**config.mk**
```make
export PLATFORM = sky130hd
export DESIGN_NAME = axis_telegram_parser
export DESIGN_NICKNAME = d
export VERILOG_FILES = /design/src/design/atp_pkg.sv /design/src/design/atp_front.sv /design/src/design/atp_cmdq.sv /design/src/design/atp_back.sv /design/src/design/axis_telegram_parser.sv
export VERILOG_INCLUDE_DIRS = /design/src /design/src/design
export SDC_FILE = /design/constraint.sdc
export NUM_CORES = 1
export LEC_CHECK = 0
export BUFFER_PORTS_ARGS = -buffer_cell sky130_fd_sc_hd__buf_2
export CAP_MARGIN = 10
export CELL_PAD_IN_SITES_DETAIL_PLACEMENT = 1
export CELL_PAD_IN_SITES_GLOBAL_PLACEMENT = 1
export CORE_MARGIN = 4
export CORE_UTILIZATION = 30
export CTS_CLUSTER_DIAMETER = 50
export DETAILED_ROUTE_END_ITERATION = 16
export MAX_ROUTING_LAYER = met4
export PLACE_DENSITY_LB_ADDON = 0.3
export SLEW_MARGIN = 15
export SYNTH_ARGS = -nofsm -noshare
export SYNTH_HDL_FRONTEND = slang
export SYNTH_HIERARCHICAL = 1
export SYNTH_SLANG_ARGS = --single-unit
```
**constraint.sdc**
```tcl
create_clock -name clk -period 7.5 [get_ports clk]
set_clock_uncertainty 0.05 [all_clocks]
set_input_delay 1.875 -clock clk [delete_from_list [all_inputs] [get_ports clk]]
set_output_delay 1.875 -clock clk [all_outputs]
set_load 0.005 [all_outputs]
```
**src/design/axis_telegram_parser_macros.svh**
```systemverilog
// assertion helpers for the telegram parser
// every macro samples on clk and is switched off while rst_n is low
`ifndef AXIS_TELEGRAM_PARSER_MACROS_SVH
`define AXIS_TELEGRAM_PARSER_MACROS_SVH

// same-cycle implication
`define ATP_ASSERT_SAME(label, ante, cons) \
  label: assert property (@(posedge clk) disable iff (!rst_n) (ante) |-> (cons)) \
    else $error("atp check failed");

// next-cycle implication
`define ATP_ASSERT_NEXT(label, ante, cons) \
  label: assert property (@(posedge clk) disable iff (!rst_n) (ante) |=> (cons)) \
    else $error("atp check failed");

`endif

```
**src/design/atp_pkg.sv**
```systemverilog
// shared types and constants for the telegram parser
// used by the front parser, the command queue, the axis back end and the top level
`default_nettype none

package atp_pkg;

  localparam int BYTE_W       = 8;
  localparam int AXIS_W       = 3;
  localparam int VAL_W        = 16;
  localparam int OFFS_W       = 14;
  localparam int SUM_W        = 14;
  localparam int RSUM_W       = 16;
  localparam int PAY_AW       = 4;   // payload address, covers up to 8 axes
  localparam int OUT_TDATA_W  = 24;
  localparam int CFG_AW       = 4;
  localparam int CFG_DW       = 32;

  localparam int CHANNELS_DEF = 6;
  localparam int QDEPTH_LOG   = 2;

  localparam logic [BYTE_W-1:0] HEADER_RST = 8'd150;
  localparam logic [BYTE_W-1:0] FOOTER_RST = 8'd141;
  localparam logic [OFFS_W-1:0] OFFSET_RST = 14'd8192;

  // register indexes
  localparam logic [1:0] REG_HEADER = 2'd0;
  localparam logic [1:0] REG_FOOTER = 2'd1;
  localparam logic [1:0] REG_OFFSET = 2'd2;

  // command kinds
  localparam logic CMD_STORE = 1'b0;
  localparam logic CMD_EMIT  = 1'b1;

  typedef struct packed {
    logic              kind;
    logic [PAY_AW-1:0] addr;
    logic [BYTE_W-1:0] data;
  } cmd_t;

endpackage

`default_nettype wire

```
**src/design/atp_front.sv**
```systemverilog
// byte-level telegram parser: header search, data, checksum and footer check
// depends on atp_pkg; pushes store and emit commands into the command queue
`default_nettype none

module atp_front import atp_pkg::*; #(
  parameter int CHANNELS = CHANNELS_DEF
) (
  input  wire logic              clk,
  input  wire logic              rst_n,
  input  wire logic              in_tvalid,
  output logic                   in_tready,
  input  wire logic [BYTE_W-1:0] in_tdata,
  input  wire logic [BYTE_W-1:0] header_byte,
  input  wire logic [BYTE_W-1:0] footer_byte,
  input  wire logic              q_full,
  output logic                   q_push,
  output cmd_t                   q_cmd
);

  localparam int DATA_LEN = 2 * CHANNELS;
  localparam int CNT_W    = $clog2(DATA_LEN);
  localparam logic [CNT_W-1:0] LAST_IDX = CNT_W'(DATA_LEN - 1);

  localparam logic [2:0] PH_HEADER = 3'd0;
  localparam logic [2:0] PH_DATA   = 3'd1;
  localparam logic [2:0] PH_CHK_HI = 3'd2;
  localparam logic [2:0] PH_CHK_LO = 3'd3;
  localparam logic [2:0] PH_FOOTER = 3'd4;

  logic [2:0]        phase_r, phase_nxt;
  logic [CNT_W-1:0]  count_r, count_nxt;
  logic [SUM_W-1:0]  run_sum_r, run_sum_nxt;
  logic [RSUM_W-1:0] rx_sum_r, rx_sum_nxt;
  logic              beat;

  assign in_tready = !q_full;
  assign beat      = in_tvalid && in_tready;

  always_comb begin
    phase_nxt   = phase_r;
    count_nxt   = count_r;
    run_sum_nxt = run_sum_r;
    rx_sum_nxt  = rx_sum_r;
    q_push      = 1'b0;
    q_cmd.kind  = CMD_STORE;
    q_cmd.addr  = PAY_AW'(count_r);
    q_cmd.data  = in_tdata;
    if (beat) begin
      unique case (phase_r)
        PH_DATA: begin
          q_push      = 1'b1;
          run_sum_nxt = run_sum_r + SUM_W'(in_tdata);
          if (count_r == LAST_IDX) begin
            count_nxt  = '0;
            rx_sum_nxt = '0;
            phase_nxt  = PH_CHK_HI;
          end else begin
            count_nxt = count_r + CNT_W'(1);
          end
        end
        PH_CHK_HI: begin
          rx_sum_nxt = {1'b0, in_tdata, 7'b0};
          phase_nxt  = PH_CHK_LO;
        end
        PH_CHK_LO: begin
          rx_sum_nxt = rx_sum_r + {8'b0, in_tdata};
          phase_nxt  = PH_FOOTER;
        end
        PH_FOOTER: begin
          if (in_tdata == footer_byte && rx_sum_r == {2'b0, run_sum_r}) begin
            q_push     = 1'b1;
            q_cmd.kind = CMD_EMIT;
          end
          run_sum_nxt = '0;
          phase_nxt   = PH_HEADER;
        end
        default: begin
          // header search, unused codes behave the same
          if (in_tdata == header_byte) begin
            run_sum_nxt = SUM_W'(in_tdata);
            count_nxt   = '0;
            phase_nxt   = PH_DATA;
          end else begin
            phase_nxt = PH_HEADER;
          end
        end
      endcase
    end
  end

  always_ff @(posedge clk) begin
    if (!rst_n) begin
      phase_r   <= PH_HEADER;
      count_r   <= '0;
      run_sum_r <= '0;
      rx_sum_r  <= '0;
    end else begin
      phase_r   <= phase_nxt;
      count_r   <= count_nxt;
      run_sum_r <= run_sum_nxt;
      rx_sum_r  <= rx_sum_nxt;
    end
  end

endmodule

`default_nettype wire

```
**src/design/atp_cmdq.sv**
```systemverilog
// short command queue between the parser front and the axis back end
// depends on atp_pkg for the command struct
`default_nettype none

module atp_cmdq import atp_pkg::*; #(
  parameter int DEPTH_LOG = QDEPTH_LOG
) (
  input  wire logic clk,
  input  wire logic rst_n,
  input  wire logic push,
  input  wire cmd_t push_cmd,
  input  wire logic pop,
  output cmd_t      head,
  output logic      empty,
  output logic      full
);

  localparam int DEPTH = 2 ** DEPTH_LOG;

  cmd_t                 q_r [DEPTH];
  logic [DEPTH_LOG-1:0] wptr_r, wptr_nxt;
  logic [DEPTH_LOG-1:0] rptr_r, rptr_nxt;
  logic [DEPTH_LOG:0]   count_r, count_nxt;
  logic                 do_push, do_pop;

  assign empty   = (count_r == '0);
  assign full    = (count_r == (DEPTH_LOG + 1)'(DEPTH));
  assign do_push = push && !full;
  assign do_pop  = pop && !empty;
  assign head    = q_r[rptr_r];

  always_comb begin
    wptr_nxt  = do_push ? wptr_r + DEPTH_LOG'(1) : wptr_r;
    rptr_nxt  = do_pop ? rptr_r + DEPTH_LOG'(1) : rptr_r;
    count_nxt = count_r;
    if (do_push && !do_pop) begin
      count_nxt = count_r + (DEPTH_LOG + 1)'(1);
    end else if (do_pop && !do_push) begin
      count_nxt = count_r - (DEPTH_LOG + 1)'(1);
    end
  end

  always_ff @(posedge clk) begin
    if (do_push) begin
      q_r[wptr_r] <= push_cmd;
    end
  end

  always_ff @(posedge clk) begin
    if (!rst_n) begin
      wptr_r  <= '0;
      rptr_r  <= '0;
      count_r <= '0;
    end else begin
      wptr_r  <= wptr_nxt;
      rptr_r  <= rptr_nxt;
      count_r <= count_nxt;
    end
  end

endmodule

`default_nettype wire

```
**src/design/atp_back.sv**
```systemverilog
// axis back end: payload ram, axis value arithmetic and the output register
// depends on atp_pkg and the assertion macros header
`default_nettype none
`include "axis_telegram_parser_macros.svh"

module atp_back import atp_pkg::*; #(
  parameter int CHANNELS = CHANNELS_DEF
) (
  input  wire logic                   clk,
  input  wire logic                   rst_n,
  input  wire logic [OFFS_W-1:0]      axis_offset,
  input  wire logic                   q_empty,
  input  wire cmd_t                   q_head,
  output logic                        q_pop,
  output logic                        out_tvalid,
  input  wire logic                   out_tready,
  output logic [OUT_TDATA_W-1:0]      out_tdata,
  output logic                        out_tlast
);

  localparam int DATA_LEN = 2 * CHANNELS;
  localparam int ADDR_W   = $clog2(DATA_LEN);
  localparam logic [AXIS_W-1:0] CH_LAST = AXIS_W'(CHANNELS - 1);

  localparam logic [1:0] B_IDLE = 2'd0;
  localparam logic [1:0] B_RDHI = 2'd1;
  localparam logic [1:0] B_RDLO = 2'd2;
  localparam logic [1:0] B_CALC = 2'd3;

  logic [1:0]        state_r, state_nxt;
  logic [AXIS_W-1:0] ch_r, ch_nxt;
  logic [BYTE_W-1:0] hi_r;
  logic [BYTE_W-1:0] rd_data_r;
  logic [BYTE_W-1:0] pay_mem [DATA_LEN];
  logic [PAY_AW-1:0] rd_addr_full;
  logic [ADDR_W-1:0] rd_addr;
  logic              mem_we;
  logic              out_load;
  logic [VAL_W-1:0]  axis_val;
  logic              out_valid_r;
  logic [AXIS_W-1:0] out_index_r;
  logic [VAL_W-1:0]  out_value_r;
  logic              out_last_r;

  always_comb begin
    state_nxt = state_r;
    ch_nxt    = ch_r;
    q_pop     = 1'b0;
    out_load  = 1'b0;
    unique case (state_r)
      B_IDLE: begin
        if (!q_empty) begin
          q_pop = 1'b1;
          if (q_head.kind == CMD_EMIT) begin
            ch_nxt    = '0;
            state_nxt = B_RDHI;
          end
        end
      end
      B_RDHI: state_nxt = B_RDLO;
      B_RDLO: state_nxt = B_CALC;
      B_CALC: begin
        if (!out_valid_r || out_tready) begin
          out_load = 1'b1;
          if (ch_r == CH_LAST) begin
            state_nxt = B_IDLE;
          end else begin
            ch_nxt    = ch_r + AXIS_W'(1);
            state_nxt = B_RDHI;
          end
        end
      end
      default: state_nxt = B_IDLE;
    endcase
  end

  assign mem_we = q_pop && (q_head.kind == CMD_STORE);

  // high byte at the even address, low byte at the odd one; held through calc
  assign rd_addr_full = {ch_r, (state_r != B_RDHI)};
  assign rd_addr      = rd_addr_full[ADDR_W-1:0];

  always_ff @(posedge clk) begin
    if (mem_we) begin
      pay_mem[q_head.addr[ADDR_W-1:0]] <= q_head.data;
    end
    rd_data_r <= pay_mem[rd_addr];
  end

  always_ff @(posedge clk) begin
    if (state_r == B_RDLO) begin
      hi_r <= rd_data_r;
    end
  end

  assign axis_val = {1'b0, hi_r, 7'b0} + {8'b0, rd_data_r} - {2'b0, axis_offset};

  always_ff @(posedge clk) begin
    if (out_load) begin
      out_index_r <= ch_r;
      out_value_r <= axis_val;
      out_last_r  <= (ch_r == CH_LAST);
    end
  end

  always_ff @(posedge clk) begin
    if (!rst_n) begin
      state_r     <= B_IDLE;
      ch_r        <= '0;
      out_valid_r <= 1'b0;
    end else begin
      state_r     <= state_nxt;
      ch_r        <= ch_nxt;
      out_valid_r <= out_load || (out_valid_r && !out_tready);
    end
  end

  assign out_tvalid = out_valid_r;
  assign out_tdata  = {{(OUT_TDATA_W - VAL_W - AXIS_W){1'b0}}, out_value_r, out_index_r};
  assign out_tlast  = out_last_r;

  `ATP_ASSERT_SAME(a_last_on_final_axis, out_valid_r && out_last_r, out_index_r == CH_LAST)
  `ATP_ASSERT_SAME(a_axis_in_range, state_r != B_IDLE, ch_r <= CH_LAST)
  `ATP_ASSERT_NEXT(a_idle_after_last, out_load && (ch_r == CH_LAST), state_r == B_IDLE)
  `ATP_ASSERT_SAME(a_no_load_over_pending, out_valid_r && !out_tready, !out_load)

endmodule

`default_nettype wire

```
**src/design/axis_telegram_parser.sv**
```systemverilog
// Telegram parser for a six-axis serial input device. Bytes arrive one per beat on the in_
// stream; a header byte opens a telegram of 2*CHANNELS data bytes, a two-byte checksum
// ((high << 7) + low, compared with the 14-bit sum of header and data) and a footer byte.
// A good telegram yields CHANNELS beats on the out_ stream, axis 0 first, tlast on the final
// axis; a bad one yields nothing. The front parser takes one byte per cycle as long as its
// 4-entry command queue has room. The back end drains the queue one command per cycle while
// idle and, after a good footer, pops the emit command and then works through each axis in
// turn (a read of the high byte, a read of the low byte and an arithmetic step), stalled by
// the output; bytes that arrive meanwhile wait in the queue. No reset sweep is needed.
// depends on atp_pkg, atp_front, atp_cmdq and atp_back
`default_nettype none

module axis_telegram_parser import atp_pkg::*; #(
  parameter int CHANNELS = CHANNELS_DEF
) (
  input  wire logic                   clk,
  input  wire logic                   rst_n,
  input  wire logic                   in_tvalid,
  output logic                        in_tready,
  input  wire logic [BYTE_W-1:0]      in_tdata,    // [7:0] rx_byte
  output logic                        out_tvalid,
  input  wire logic                   out_tready,
  output logic [OUT_TDATA_W-1:0]      out_tdata,   // [2:0] axis_index, [18:3] axis_value
  output logic                        out_tlast,   // last_axis
  input  wire logic                   psel,
  input  wire logic                   penable,
  input  wire logic                   pwrite,
  input  wire logic [CFG_AW-1:0]      paddr,
  input  wire logic [CFG_DW-1:0]      pwdata,
  output logic [CFG_DW-1:0]           prdata,
  output logic                        pready
);

  logic [BYTE_W-1:0] header_r;
  logic [BYTE_W-1:0] footer_r;
  logic [OFFS_W-1:0] offset_r;
  logic [1:0]        reg_idx;
  logic              cfg_wr;

  logic q_full, q_empty, q_push, q_pop;
  cmd_t q_cmd, q_head;

  assign pready  = 1'b1;
  assign reg_idx = paddr[3:2];
  assign cfg_wr  = psel && penable && pwrite && pready;

  always_ff @(posedge clk) begin
    if (!rst_n) begin
      header_r <= HEADER_RST;
      footer_r <= FOOTER_RST;
      offset_r <= OFFSET_RST;
    end else if (cfg_wr) begin
      case (reg_idx)
        REG_HEADER: header_r <= pwdata[BYTE_W-1:0];
        REG_FOOTER: footer_r <= pwdata[BYTE_W-1:0];
        REG_OFFSET: offset_r <= pwdata[OFFS_W-1:0];
        default: ;
      endcase
    end
  end

  always_comb begin
    unique case (reg_idx)
      REG_HEADER: prdata = {{(CFG_DW - BYTE_W){1'b0}}, header_r};
      REG_FOOTER: prdata = {{(CFG_DW - BYTE_W){1'b0}}, footer_r};
      REG_OFFSET: prdata = {{(CFG_DW - OFFS_W){1'b0}}, offset_r};
      default:    prdata = '0;
    endcase
  end

  atp_front #(.CHANNELS(CHANNELS)) u_front (
    .clk         (clk),
    .rst_n       (rst_n),
    .in_tvalid   (in_tvalid),
    .in_tready   (in_tready),
    .in_tdata    (in_tdata),
    .header_byte (header_r),
    .footer_byte (footer_r),
    .q_full      (q_full),
    .q_push      (q_push),
    .q_cmd       (q_cmd)
  );

  atp_cmdq #(.DEPTH_LOG(QDEPTH_LOG)) u_cmdq (
    .clk      (clk),
    .rst_n    (rst_n),
    .push     (q_push),
    .push_cmd (q_cmd),
    .pop      (q_pop),
    .head     (q_head),
    .empty    (q_empty),
    .full     (q_full)
  );

  atp_back #(.CHANNELS(CHANNELS)) u_back (
    .clk         (clk),
    .rst_n       (rst_n),
    .axis_offset (offset_r),
    .q_empty     (q_empty),
    .q_head      (q_head),
    .q_pop       (q_pop),
    .out_tvalid  (out_tvalid),
    .out_tready  (out_tready),
    .out_tdata   (out_tdata),
    .out_tlast   (out_tlast)
  );

endmodule

`default_nettype wire
```
# Word-level counts from Yosys, hierarchy flattened
# Memory sizes are Yosys's and may differ from the RTL's. A register that Yosys moved wholly into a read port is not among the register bits.
# Cells that the tools add are included.
[word_totals]
register_bits = 108
latchBits = 0
ram_bits = 148
mem_bits_ro = 0
output_inout_bits = 60
n_memories = 2
[memory_table]
columns = ["name", "words", "width", "rd", "rd_ports_with_merged_regs", "write_ports", "line_no", "source"]
rows = [
  ["u_back.pay_mem", 12, 8, 1, 1, 1, "atp_back.sv:34", "logic [BYTE_W-1:0] pay_mem [DATA_LEN];"],
  ["u_cmdq.q_r", 4, 13, 1, 1, 1, "atp_cmdq.sv:20", "cmd_t q_r [DEPTH];"],
]
[op_classes]
n_addsub = 10
mul = 0
div = 0
n_lt_le_gt_ge = 0
n_eq_ne = 21
shifts = 0
mux = 38
n_bitwise = 3
reduce_logical = 37
[ops]
columns = ["operator", "count"]
rows = [
  ["one-hot mux 14 bit (3 select lines)", 2],
  ["one-hot mux 16 bit (3 select lines)", 1],
  ["2-to-1 mux 3 bit", 7],
  ["adder 15 x 8 -> 16 bit", 1],
  ["adder 16 x 8 -> 16 bit", 1],
  ["== test 16 x 14 -> 1 bit", 1],
  ["== test 8 bit", 2],
  ["2-to-1 mux 16 bit", 1],
  ["subtractor 16 x 14 -> 16 bit", 1],
  ["adder 14 x 8 -> 14 bit", 1],
  ["2-to-1 mux 1 bit", 14],
  ["2-to-1 mux 14 bit", 1],
  ["one-hot mux 3 bit (4 select lines)", 1],
  ["AND reduction 3 bit", 4],
  ["logical AND 1 bit", 10],
  ["2-to-1 mux 2 bit", 5],
  ["== test 3 bit (second input constant)", 3],
  ["2-to-1 mux 4 bit", 2],
  ["!= test 2 x 1 -> 1 bit (second input constant)", 4],
  ["one-hot mux 2 bit (4 select lines)", 1],
  ["one-hot mux 4 bit (2 select lines)", 1],
  ["AND reduction 2 bit", 4],
  ["adder 3 x 1 -> 3 bit (second input constant)", 2],
  ["== test 2 bit (second input constant)", 3],
  ["20 further kinds", 36],
]

# Longest topological paths before layout
[depth]
ltp_word = 10
depth_mapped = 14
mapped_depth_nobuf = 13

# Cells and area by module
# Netlist, hierarchy kept.
[modules_own_cells]
columns = ["module", "n_inst", "cells_each", "area_per_inst_um2"]
rows = [
  ["atp_back", 1, 382, 6162.2],
  ["atp_front", 1, 378, 3027.9],
  ["atp_cmdq", 1, 115, 2359.8],
  ["axis_telegram_parser", 1, 184, 1576.5],
]

# Least setup slack after synthesis
# Ideal clock, no wire load.
[synth_path]
kind = "input -> output"
start = "input paddr[2]"
end = "output prdata[0]"
arrival_ns = 2.548
t_required_ns = 5.575
path_slack_ns = 3.027
path_stages = 4
n_path_buf = 1
cell_sequence = "nor2b_1 -> clkbuf_1 -> nand2_1 -> o21ai_1"
[synth_between]
elab_chain_len = 2
elab_cells_between_ends = 4
[synth_lines]
columns = ["element", "line_no", "source"]
rows = [
  ["from (decl)", "axis_telegram_parser.sv:28", "input wire logic [CFG_AW-1:0] paddr,"],
  ["== test 2 bit, or another cell as far along", "axis_telegram_parser.sv:63", "unique case (reg_idx)"],
  ["one-hot mux 14 bit (3 select lines) (*)", "axis_telegram_parser.sv:63", ""],
  ["to (decl)", "axis_telegram_parser.sv:30", "output logic [CFG_DW-1:0] prdata,"],
]
# Every way passes the cells marked *; elsewhere a longest branch is shown, timed or not.

# Final worst setup path
[layout_path]
start = "input paddr[2]"
end = "output prdata[7]"
# Same word-level chain as after synthesis.

==> flow_metrics.tcl <==
set metrics [dict create \
    outcome "completed" \
    cts-htree-levels 2 \
    worst-setup-path-type "in2out" \
    maxCapViolations 0 \
    end_kind "output port" \
    dieArea_mm2 0.0472 \
    netlist_area_mm2 0.0131 \
    ys_async_sr_fraction 0 \
    route.detailed.drc 0 \
    synth_cell_types 84 \
    nets 1224 \
    dp_slack_ns 1.95 \
    clk_latency_ns 0.53 \
    finalWirelength_mm 32.5 \
    place_area_mm2 0.0138 \
    period_share 0.719 \
    drt_iter0_drc 521 \
    yosys_warnings 6 \
    final_layout_size_suffix_gt1_frac 0.175 \
    port_buffers 66 \
    worstPathMaxFanout 14 \
    cts_resized 0 \
    synthTopCellsByArea "edfxtp_1 (40%), dfxtp_1 (14%), mux4_2 (6.3%)" \
    syn_area_per_cell_um2 12.4 \
    peakVddDrop_v 0.000148 \
    grt_overflow 0 \
    place.gp.congestion 0.787 \
    hp-class "reg2reg" \
    first_global_vias 8744 \
    ys_ff_latch 266 \
    hold_viol 0 \
    fin_hold_ws_ns 0.391 \
    fin_tns_setup_ns 0 \
    synth_ff_type "edfxtp_1" \
    ioPinCount 111 \
    synth.top_cell.area_share 0.403 \
    clock_path_buffers 3 \
    final_common_cell "edfxtp_1" \
    coreArea_mm2 0.0432 \
    vias 8335 \
    wire_per_inst_um 18.8 \
    startpoint_type "input pin" \
    slew_violations 0 \
    start_util 0.304 \
    routed_via_density 4.83 \
    postCtsHoldBufs 0 \
    root_buffer "clkbuf_16" \
    cts_inserted_buffers 35 \
    final_cell_mix "edfxtp_1 (176), dfxtp_1 (90), nand2_1 (88)" \
    crit_arrival_ns 3.47 \
    antenna_left 0 \
    syn_inst 1059 \
    cts_setup_buffers 0 \
    layout_min_cycle_time_ns 5.39 \
    clock.fmax_ghz 0.185 \
    fp.dieW_um 217 \
    rsz0062_at_grt "no" \
    cts_tree "built" \
    grt_max_degree 79 \
    synth_edf_count 176 \
    p_per_area_mw_per_mm2 265 \
    slew_headroom 0.257 \
    dieHeight_um 217 \
    setup_viol 0 \
    fin_area_mm2 0.0150 \
    synth.largest_area_cell "edfxtp_1" \
    p_total_mw 3.97 \
    clk_pin_slew_ns 0.05 \
    critical_path_required_ns 5.58 \
    areaGrowthSynthToFinish_pct 14.2 \
    power.leakage_nw 5.33 \
    rows 76 \
    dr.pass1.iters 4 \
    clkSinkCount 266 \
    hpwl_mm 22.9 \
    setup_slack_ns 2.11 \
    seq_area_frac_synth 0.540 \
    grt_pass1_wl_mm 51.2 \
    antenna_found_initial 2 \
    grt_usage 0.142 \
    tightest_slew_ns 1.11 \
]
## sequential cells by signal (all words and copies together), names as in the netlist, 2 cells and up, named ones only
register	flops
header_r	8
u_back/state_r	2
u_cmdq/rptr_r	2
u_back/rd_data_r	8
u_front/phase_r	3
u_front/count_r	4
u_front/run_sum_r	14
offset_r	14
u_back/out_value_r	16
u_front/rx_sum_r	16
u_back/ch_r	3
u_back/pay_mem	96
u_cmdq/count_r	3
u_cmdq/q_r	52
u_cmdq/wptr_r	2
footer_r	8
u_back/hi_r	8
u_back/out_index_r	3
## stage by stage
step	std cells	util
after floorplan	1080	-
after global routing	1726	0.347
after detailed placement	1660	0.320
after global placement	1660	0.320
final	1726	0.347
after CTS	1724	0.347
## cell usage after synthesis, types with 6 or more instances
master,n
a211oi_1,9
a21o_1,9
a21oi_1,36
a221oi_1,6
a22oi_1,9
and2_1,17
buf_2,13
buf_4,34
buf_6,9
clkbuf_1,19
dfxtp_1,90
edfxtp_1,176
ha_1,56
inv_1,40
mux2i_1,47
mux4_2,37
nand2_1,88
nand2b_1,15
nand3_1,25
nand4_1,7
nor2_1,60
nor2b_1,18
nor3_1,22
nor4_1,6
o2111ai_1,6
o211ai_1,7
o21ai_0,16
o21ai_1,18
or3_1,7
xnor2_1,26
xor2_1,34
## kinds of logic after synthesis
family / share of synthesized area
DFF: 0.540
buffers and inverters: 0.0499
xor gates and xnor gates: 0.0400
muxes: 0.0993
adders and majority gates: 0.0610
AOI/OAI and AO/OA: 0.0981
other: 0.000858
and+or+nand+nor: 0.111
## final timing paths
check                                          from                end  slack (ns)  depth (start not counted)
worst max-delay path                       paddr[2]          prdata[7]        2.11                          5
worst max register to register    u_cmdq/count_r[0]  u_cmdq/count_r[2]        3.56                         13
worst min register to register  u_back/rd_data_r[1]     u_back/hi_r[1]        0.39                          0
worst min-delay path            u_back/rd_data_r[1]     u_back/hi_r[1]        0.39                          0
## report_power, final
group          total (mW)  internal, mW  leakage (nW)  switching (mW)
clock                1.66         0.982         0.567           0.675
sequential           1.67          1.62          2.32          0.0545
combinational       0.641         0.284          2.44           0.357
total                3.97          2.88          5.33            1.09
## worst max-delay path, cell delays in order
cell and delay, ns:
buf_2 0.22, nor2b_1 0.78, nand2_1 0.11, o21ai_1 0.27, buf_2 0.20
## final cells by class
class	count	area [um2]
clock buffers	38	887
clock inverters	26	279
inverters	41	154
repair buffers	72	375
diodes	2	5.00
well taps	585	732
multi-input cells	696	5470
fillers	4719	28200
flip-flops and latches	266	7090
## metal layers
layer | up-vias | wire length, um | GRT usage
li1 | 3989 | - | -
met1 | 4165 | 14400 | 0.182
met2 | 130 | 16100 | 0.235
met3 | 51 | 1310 | 0.0274
met4 | 0 | 648 | 0.0343
met5 | - | 0 | -
No activity file was read; power rests on OpenSTA's default activity.
